**config.mk**
```make
export PLATFORM = sky130hd
export DESIGN_NAME = mcm_control
export DESIGN_NICKNAME = d
export VERILOG_FILES = /design/src/hdl/mcm_pkg.sv /design/src/hdl/mcm_control.sv
export SDC_FILE = /design/constraint.sdc
export NUM_CORES = 1
export LEC_CHECK = 0
export BUFFER_PORTS_ARGS = -buffer_cell sky130_fd_sc_hd__buf_2
export CAP_MARGIN = 15
export CORE_AREA = 2 2 39 41
export CTS_CLUSTER_SIZE = 20
export DETAILED_ROUTE_END_ITERATION = 6
export DIE_AREA = 0 0 41 43
export PLACE_DENSITY = 0.38
export REMOVE_ABC_BUFFERS = 1
export SETUP_SLACK_MARGIN = 0.4
export SYNTH_ARGS = -nofsm -noshare
export SYNTH_HDL_FRONTEND = slang
export SYNTH_SLANG_ARGS = --single-unit
```
**constraint.sdc**
```tcl
create_clock -name clock -period 1.6 [get_ports clock]
set_input_delay 0.08 -clock clock [delete_from_list [all_inputs] [get_ports clock]]
set_output_delay 0.08 -clock clock [all_outputs]
set_load 0.01 [all_outputs]
```
**src/hdl/mcm_pkg.sv**
```systemverilog
// Package for the MIDI channel merge block: item types, outcome codes and
// the command and status structs between controller and datapath.
// No dependencies.
package mcm_pkg;

   // Port numbering and message class bounds
   localparam logic [4:0] SYSTEM_PORT = 5'd0;
   localparam logic [7:0] SYS_BASE    = 8'hF0;
   localparam logic [7:0] VOICE_BASE  = 8'h80;

   // Request kinds
   localparam logic REQ_PUSH = 1'b0;
   localparam logic REQ_POP  = 1'b1;

   // Outcome codes
   localparam logic [2:0] OC_ACCEPTED  = 3'd0;
   localparam logic [2:0] OC_FILTERED  = 3'd1;
   localparam logic [2:0] OC_FULL      = 3'd2;
   localparam logic [2:0] OC_TOO_LONG  = 3'd3;
   localparam logic [2:0] OC_DELIVERED = 3'd4;
   localparam logic [2:0] OC_EMPTY     = 3'd5;

   typedef struct packed {
      logic        req_type;
      logic [4:0]  port;
      logic [31:0] stamp;
      logic [7:0]  status_byte;
      logic [63:0] payload;
      logic [3:0]  length;
   } req_item_type;

   typedef struct packed {
      logic [2:0]  outcome;
      logic [31:0] out_stamp;
      logic [7:0]  out_status;
      logic [63:0] out_payload;
      logic [3:0]  out_length;
   } rsp_item_type;

   // One stored event
   typedef struct packed {
      logic [31:0] stamp;
      logic [7:0]  status;
      logic [63:0] payload;
      logic [3:0]  length;
   } entry_type;

   // How the current port index moves
   typedef enum logic [2:0] {
      CUR_HOLD,
      CUR_REQ,
      CUR_ZERO,
      CUR_NEXT,
      CUR_BEST
   } cur_op_type;

   typedef struct packed {
      logic       load;
      cur_op_type cur_op;
      logic       rd_issue;
      logic       cmp_en;
      logic       best_clr;
      logic       push_en;
      logic       pop_en;
   } cmd_type;

   typedef struct packed {
      logic cur_last;
   } stat_type;

endpackage

```
**src/hdl/mcm_control.sv**
```systemverilog
// Controller of the MIDI channel merge block: sequences push and pop items.
// Depends on mcm_pkg.
module mcm_control (
   input  logic             clock,
   input  logic             reset,
   input  logic             start,
   input  logic             req_kind,
   input  mcm_pkg::stat_type stat,
   output mcm_pkg::cmd_type cmd,
   output logic             busy
);
   import mcm_pkg::*;

   typedef enum logic [2:0] {
      ST_IDLE,
      ST_PUSH,
      ST_SCAN,
      ST_DRAIN,
      ST_SEL,
      ST_COMMIT
   } state_type;

   state_type state_ff, state_in;

   // Decode commands and next state
   always_comb begin
      cmd      = '0;
      cmd.cur_op = CUR_HOLD;
      state_in = state_ff;
      case (state_ff)
         ST_IDLE: begin
            if (start) begin
               cmd.load = 1'b1;
               if (req_kind == REQ_POP) begin
                  cmd.cur_op   = CUR_ZERO;
                  cmd.best_clr = 1'b1;
                  state_in     = ST_SCAN;
               end else begin
                  cmd.cur_op = CUR_REQ;
                  state_in   = ST_PUSH;
               end
            end
         end
         ST_PUSH: begin
            cmd.push_en = 1'b1;
            state_in    = ST_IDLE;
         end
         ST_SCAN: begin
            cmd.rd_issue = 1'b1;
            cmd.cmp_en   = 1'b1;
            if (stat.cur_last) begin
               state_in = ST_DRAIN;
            end else begin
               cmd.cur_op = CUR_NEXT;
            end
         end
         ST_DRAIN: begin
            cmd.cmp_en = 1'b1;
            state_in   = ST_SEL;
         end
         ST_SEL: begin
            cmd.cur_op = CUR_BEST;
            state_in   = ST_COMMIT;
         end
         ST_COMMIT: begin
            cmd.pop_en = 1'b1;
            state_in   = ST_IDLE;
         end
         default: begin
            state_in = ST_IDLE;
         end
      endcase
   end

   // Hold state
   always_ff @(posedge clock) begin
      if (reset) begin
         state_ff <= ST_IDLE;
      end else begin
         state_ff <= state_in;
      end
   end

   assign busy = (state_ff != ST_IDLE);

endmodule

```
# --- After elaboration in Yosys (flattened, before gate mapping) ---
# Index checks and enable logic that the tools add are counted.
word_totals:
  regBits: 3
  out_inout_bits: 10
classes:
  mux: 15
  eq_ne: 7
  reduce_logical: 4
op_table:
  columns: ["op", "n"]
  rows:
  - ["3-bit case mux with 4 select lines", 1]
  - ["3-bit case mux with 3 select lines", 1]
  - ["1-bit two-way mux", 8]
  - ["3-bit by 2-bit == test with 1-bit output (second input constant)", 2]
  - ["3-bit == test (second input constant)", 2]
  - ["3-bit two-way mux", 2]
  - ["2-bit two-way mux", 2]
  - ["4-bit two-way mux", 1]
  - ["2-bit != test (second input constant)", 2]
  - ["3-bit by 1-bit == test with 1-bit output (second input constant)", 1]
  - ["3-bit zero test", 1]
  - ["3-bit nonzero test", 1]
  - ["2-bit AND reduction", 1]
  - ["2-bit OR reduction", 1]

# --- Depth between registers and ports, before layout ---
# Gate-level depths: netlist (run 1).
logic_depth:
  word_depth: 3
  mapped_depth: 3
  ltp_nobuf: 2

# --- Worst setup path after synthesis (run 1) ---
# No wires, ideal clock.
synth_path:
  kind: "register to output"
  from: "register state_ff[0]"
  to: "output port cmd[2] in the netlist's numbering"
  required_ns: 1.520
  path_stages_with_launch: 4
  arrival_time_ns: 1.017
  slack_ns: 0.503
  path_cell_list: "dfxtp_1 > buf_2 > or3_1 > nor2_1"
synth_rtl:
  columns: ["element", "line", "source"]
  rows:
  - ["start, declared", "mcm_control.sv:23", "state_type state_ff, state_in;"]
  - ["start signal, assigned", "mcm_control.sv:80", "state_ff <= state_in;"]
  - ["end, declared", "mcm_control.sv:9", "output mcm_pkg::cmd_type cmd,"]

==> results.cfg, run 1 <==
[final_layout]
final_cell_mix = buf_2 (14), clkbuf_4 (3)
reg.largest.list = state_ff (3)
regMostFlops = state_ff
largest_register_ffs = 3
nFillCells = 160
finalNonFillerCells = 63
final_area_um2 = 379
diodes = 0
utilization_pct = 27.4
syn_to_final_growth_pct = 52.3
mostFrequentLayoutCell = buf_2
drive_gt1_share_pct = 61.7
fin_nets = 53

[critical_path]
crit_type = reg2out
critPathLaunchType = register
crit_fanout = 5
cp_data_arrival_time_ps = 1270
required_ps = 1520
cp-end-kind = output pin

[clock_network]
cts_num_sinks = 3
path_clk_slew_ps = 40
clk_path_buf_depth = 2
numCtsBuffers = 3
cts-root-buf = clkbuf_4
clk_latency_ps = 230
cts_tree = done
htree_levels = 1
cts_hold_buffers = 0

[synth]
syn-mean-instance-area_um2 = 8.30
yosysTopAreaCell = dfxtp_1
netlist.area_leader.share_pct = 24.1
ys_ff_latch = 3
ys_top_cells_by_area = dfxtp_1 (24%), and3b_1 (7.0%), buf_2 (6.0%)
synth_cell_type_count = 22
yosysWarnings = 0
synth_area_um2 = 249
yosysSeqAreaShare_pct = 24.1
synthesis.instances = 30

[pwr]
ir_worst_vdd_mv = 0.559
power_uw = 304
power.leakage_nw = 0.195
power_density_mw_per_mm2 = 801

[floorplanning]
io_pins = 15
start_util_pct = 18.0
die_w_um = 41
dieArea_mm2 = 0.00176
die_h_um = 43
num_rows = 14
coreArea_mm2 = 0.00138

[grt]
busiest_layer = met1
grt_overflow_total = 0
grt_pass1_vias = 217
grt_pass1_wl_um = 917
grt_max_degree = 12
met3_usage_pct = 4.71
grtUsageMet1_pct = 10.6
track_usage_pct = 7.63
grtUsageMet2_pct = 9.69
antenna_found_initial = 0

[sta]
setup-tns-final_ps = 0
report.final.slew_viol_count = 0
tightest_slew_ps = 203
rsz0062_at_grt = yes
fmax_mhz = 743
period_minus_slack_ps = 1350
finalHoldViolations = 0
slew_headroom_pct = 86.4
finClkSkew_ps = 0.694
setup_violations = 0
fin_crit_sh_pct = 84.2

[route]
first_pass_iters = 1
routed_via_density = 4.27
drt_iter0_markers = 0
wirelength_um = 572
vias = 269
wl_per_cell_um = 9.08
ant_nets = 0
drc = 0

[place]
hpwl_um = 414
gp_congestion = 0.594
numPortBuffers = 14
placed_cells = 57
placed_cell_area_um2 = 324

[job]
drv_cap = 0

[outcome]
outcome = finished clean

[worst_hold_path]
hp-class = in2reg
-- final cells by class --
class | instances | area, um2 | share of cell area, %
multi-input combinational | 23 | 178 | 46.9
timing repair buffer | 16 | 85.1 | 22.4
sequential | 3 | 66.3 | 17.5
clock buffer | 4 | 26.3 | 6.93
tap | 16 | 20.0 | 5.28
inverter | 1 | 3.75 | 0.990
-- per-stage QoR --
step	worst slack [ps]	hold WS, ps
after floorplan	462	157
after global placement	351	280
after detailed placement	339	272
after CTS	245	20.8
after global routing	162	39.4
final	253	24.9
-- repair_timing --
action / in CTS / in global routing
gates resized for setup: 6 / 0
cloned: 0 / 0
pin swaps: 3 / 0
buffers inserted: 2 / 0
endpoints found under the setup margin: 8 / 7
-- cells by family after synthesis --
| family | share of synthesized area [%] |
|---|---|
| AO/OA/AOI/OAI | 20.1 |
| AND/OR/NAND/NOR | 48.3 |
| flip-flops | 24.1 |
| buffers and inverters | 7.53 |
-- synthesized netlist by cell type, drive strengths merged --
library cell	n
a221oi	1
inv	1
o21ba	1
a211oi	2
buf	3
or3b	1
dfxtp	3
or3	1
nand3b	1
and2	1
nor3b	2
nand2b	2
or2b	1
a21oi	1
nor2	3
nor4	1
nor2b	1
nand2	1
and3b	2
or2	1
-- per-layer routing --
metal	vias up	share of wire [%]
li1	138	-
met1	120	49
met2	11	42
met3	0	9.6
met4	0	0
met5	-	0
-- final timing paths --
path                             from                        to  slack, ps  cells after the start
min reg2reg  state_ff[0]$_SDFFE_PP0P_  state_ff[1]$_SDFFE_PP0P_        540                      1
max reg2reg  state_ff[1]$_SDFFE_PP0P_  state_ff[2]$_SDFFE_PP0P_        650                      3
min                             reset  state_ff[1]$_SDFFE_PP0P_         20                      2
max          state_ff[1]$_SDFFE_PP0P_                    cmd[5]        250                      3
-- critical path, cell delays in order (launching register included) --
cell      delay (ps)
dfxtp_4          340
or3b_1           360
a211oi_2         180
buf_2            160
-- report_power, final --
group          total (mW)  internal [mW]  switching [mW]
Sequential         0.0902         0.0803         0.00991
Clock               0.132         0.0934          0.0382
Combinational      0.0818         0.0427          0.0391
Total               0.304          0.216          0.0872
Note: power is estimated with default switching activity, not from simulation.
==> run 2: changes to the inputs <==
Clock period 1.6 ns to 1.35 ns, I/O delays scaled along.
==> run 2 against run 1 <==
First-iteration DRC count increased by 3. Sequential cell count unchanged. Worst setup slack got worse by 210 ps. Global-route usage increased by 0.91 points. Clock power increased by 23%. Wire length increased by 14%. Die area unchanged. Critical path depth unchanged. Cell count increased by 13%.
==> results.cfg, run 2 (same netlist as run 1, synthesis figures left out) <==
[critical_path]
r2r_cells = 4
reg2reg_to = state_ff[2]$_SDFFE_PP0P_
rr_startpoint = state_ff[2]$_SDFFE_PP0P_
crit_type = reg2out
crit_chain = or3b_1, a211oi_2, buf_2
cp-end-kind = output pin
cp_data_arrival_time_ps = 1240
critPathMaxStageDelay_ps = 360
crit_fanout = 4
required_ps = 1280
critPathLaunchType = register
slowest_stage = or3b_1
r2r_slack_ps = 310

[final_layout]
diodes = 0
final-seq-area_um2 = 68.8
finalNonFillerCells = 71
final_cell_mix = buf_2 (13), buf_4 (7), buf_6 (4)
largest_register_ffs = 3
final_area_um2 = 480
fin_nets = 61
reg.largest.list = state_ff (3)
multiInputGateArea_um2 = 199
regMostFlops = state_ff
nFillCells = 146
mostFrequentLayoutCell = buf_2
drive_gt1_share_pct = 74.5
syn_to_final_growth_pct = 93.0

[grt]
antenna_found_initial = 0
grt_max_degree = 12
track_usage_pct = 8.54
grt_overflow_total = 0
grt_pass1_vias = 240
grt_pass1_wl_um = 952

[floorplanning]
dieArea_mm2 = 0.00176
start_util_pct = 18.0
num_rows = 14
die_h_um = 43
coreArea_mm2 = 0.00138
io_pins = 15
die_w_um = 41

[sta]
finClkSkew_ps = 3.24
fmax_mhz = 764
period_minus_slack_ps = 1310
tightest_slew_ps = 201
slew_headroom_pct = 86.5
finalHoldViolations = 0
setup_violations = 0
rsz0062_at_grt = yes
whs_ps = 16.7
report.final.slew_viol_count = 0
fin_crit_sh_pct = 96.9

[pwr]
ir_worst_vdd_mv = 0.469
power.leakage_nw = 0.246
power.switching_uw = 119
p_comb_share_pct = 34.7
sequentialPowerShare_pct = 25.0
netSwitchingFraction_pct = 29.5
p_int_uw = 285
p_clk_share_pct = 40.2
power_density_mw_per_mm2 = 839

[route]
wl_per_cell_um = 9.21
first_pass_iters = 2
vias = 298
drc = 0
ant_nets = 0
routed_via_density = 4.20
wirelength_um = 654
drt_iter0_markers = 3

[clock_network]
cts_tree = done
clk_latency_ps = 240
cts_hold_buffers = 0
clk_path_buf_depth = 2
path_clk_slew_ps = 40
htree_levels = 1
cts_num_sinks = 3
cts-root-buf = clkbuf_4
numCtsBuffers = 3

[worst_hold_path]
holdPathStages = 2
min_from = reset
hp-class = in2reg
whs_endpoint = state_ff[1]$_SDFFE_PP0P_

[place]
hpwl_um = 422
placed_cell_area_um2 = 339
placed_cells = 59
gp_congestion = 0.579
numPortBuffers = 14

[outcome]
outcome = finished clean

[job]
drv_cap = 0
-- run 2: cell types whose count changed in the layout (fill, tap and decap cells not counted), sizes merged --
cell	previous run	this run
buf	16	24
-- run 2: power by group through the flow --
stage | Clock (mW) | Sequential (mW) | Combinational (mW)
floorplan | 0 | 0.107 | 0.0519
global placement | 0 | 0.107 | 0.0972
detailed placement | 0 | 0.106 | 0.0965
CTS | 0.172 | 0.104 | 0.106
global route | 0.178 | 0.102 | 0.153
finish | 0.162 | 0.101 | 0.140
-- run 2: area by class of cell --
cell class	count	area share [%]
multi-input cells	23	41.4
inverters	1	0.781
repair buffers	24	33.9
flip-flops and latches	3	14.3
clock buffers	4	5.47
well taps	16	4.17
-- run 2: worst max path at each step --
stage                        startpoint     end  slack (ps)  depth (start not counted)
2_1_floorplan  state_ff[1]$_SDFFE_PP0P_  cmd[5]         220                          2
3_3_place_gp   state_ff[1]$_SDFFE_PP0P_  cmd[5]         230                          3
3_5_place_dp   state_ff[1]$_SDFFE_PP0P_  cmd[5]         230                          3
4_1_cts        state_ff[1]$_SDFFE_PP0P_  cmd[5]          30                          3
5_1_grt        state_ff[1]$_SDFFE_PP0P_  cmd[5]         -20                          3
6_report       state_ff[1]$_SDFFE_PP0P_  cmd[5]          40                          3
-- run 2: metal layers --
metal	global-route usage (%)	vias up	wire, um
li1	-	156	-
met3	4.71	0	65
met5	0	-	0
met1	9.35	131	297
met2	10.9	11	291
met4	8.00	0	0
-- run 2: worst max-delay path: cells and delay by family, from the launching register on --
| kind | cells | cell delay (ps) |
|---|---|---|
| AOI/OAI and AO/OA | 1 | 170 |
| DFF | 1 | 320 |
| buffers and inverters | 1 | 150 |
| and+or+nand+nor | 1 | 360 |
-- run 2: metrics by stage --
stage / worst slack, ps / setup TNS (ps) / power (mW) / util, %
5_1_grt: -21.9 / -37.2 / 0.433 / 34.7
3_3_place_gp: 230 / 0 / 0.204 / 24.5
3_5_place_dp: 231 / 0 / 0.203 / 24.5
6_report: 41.5 / 0 / 0.403 / 34.7
2_1_floorplan: 225 / 0 / 0.159 / -
4_1_cts: 27.9 / 0 / 0.382 / 28.8
-- run 2: repair_timing --
item                       in CTS  in global routing
buffers inserted                3                  5
gates cloned                    0                  0
resized for setup               5                 12
setup endpoints to repair      12                 13
hold endpoints to repair        0                  0
pin swaps                       3                  5
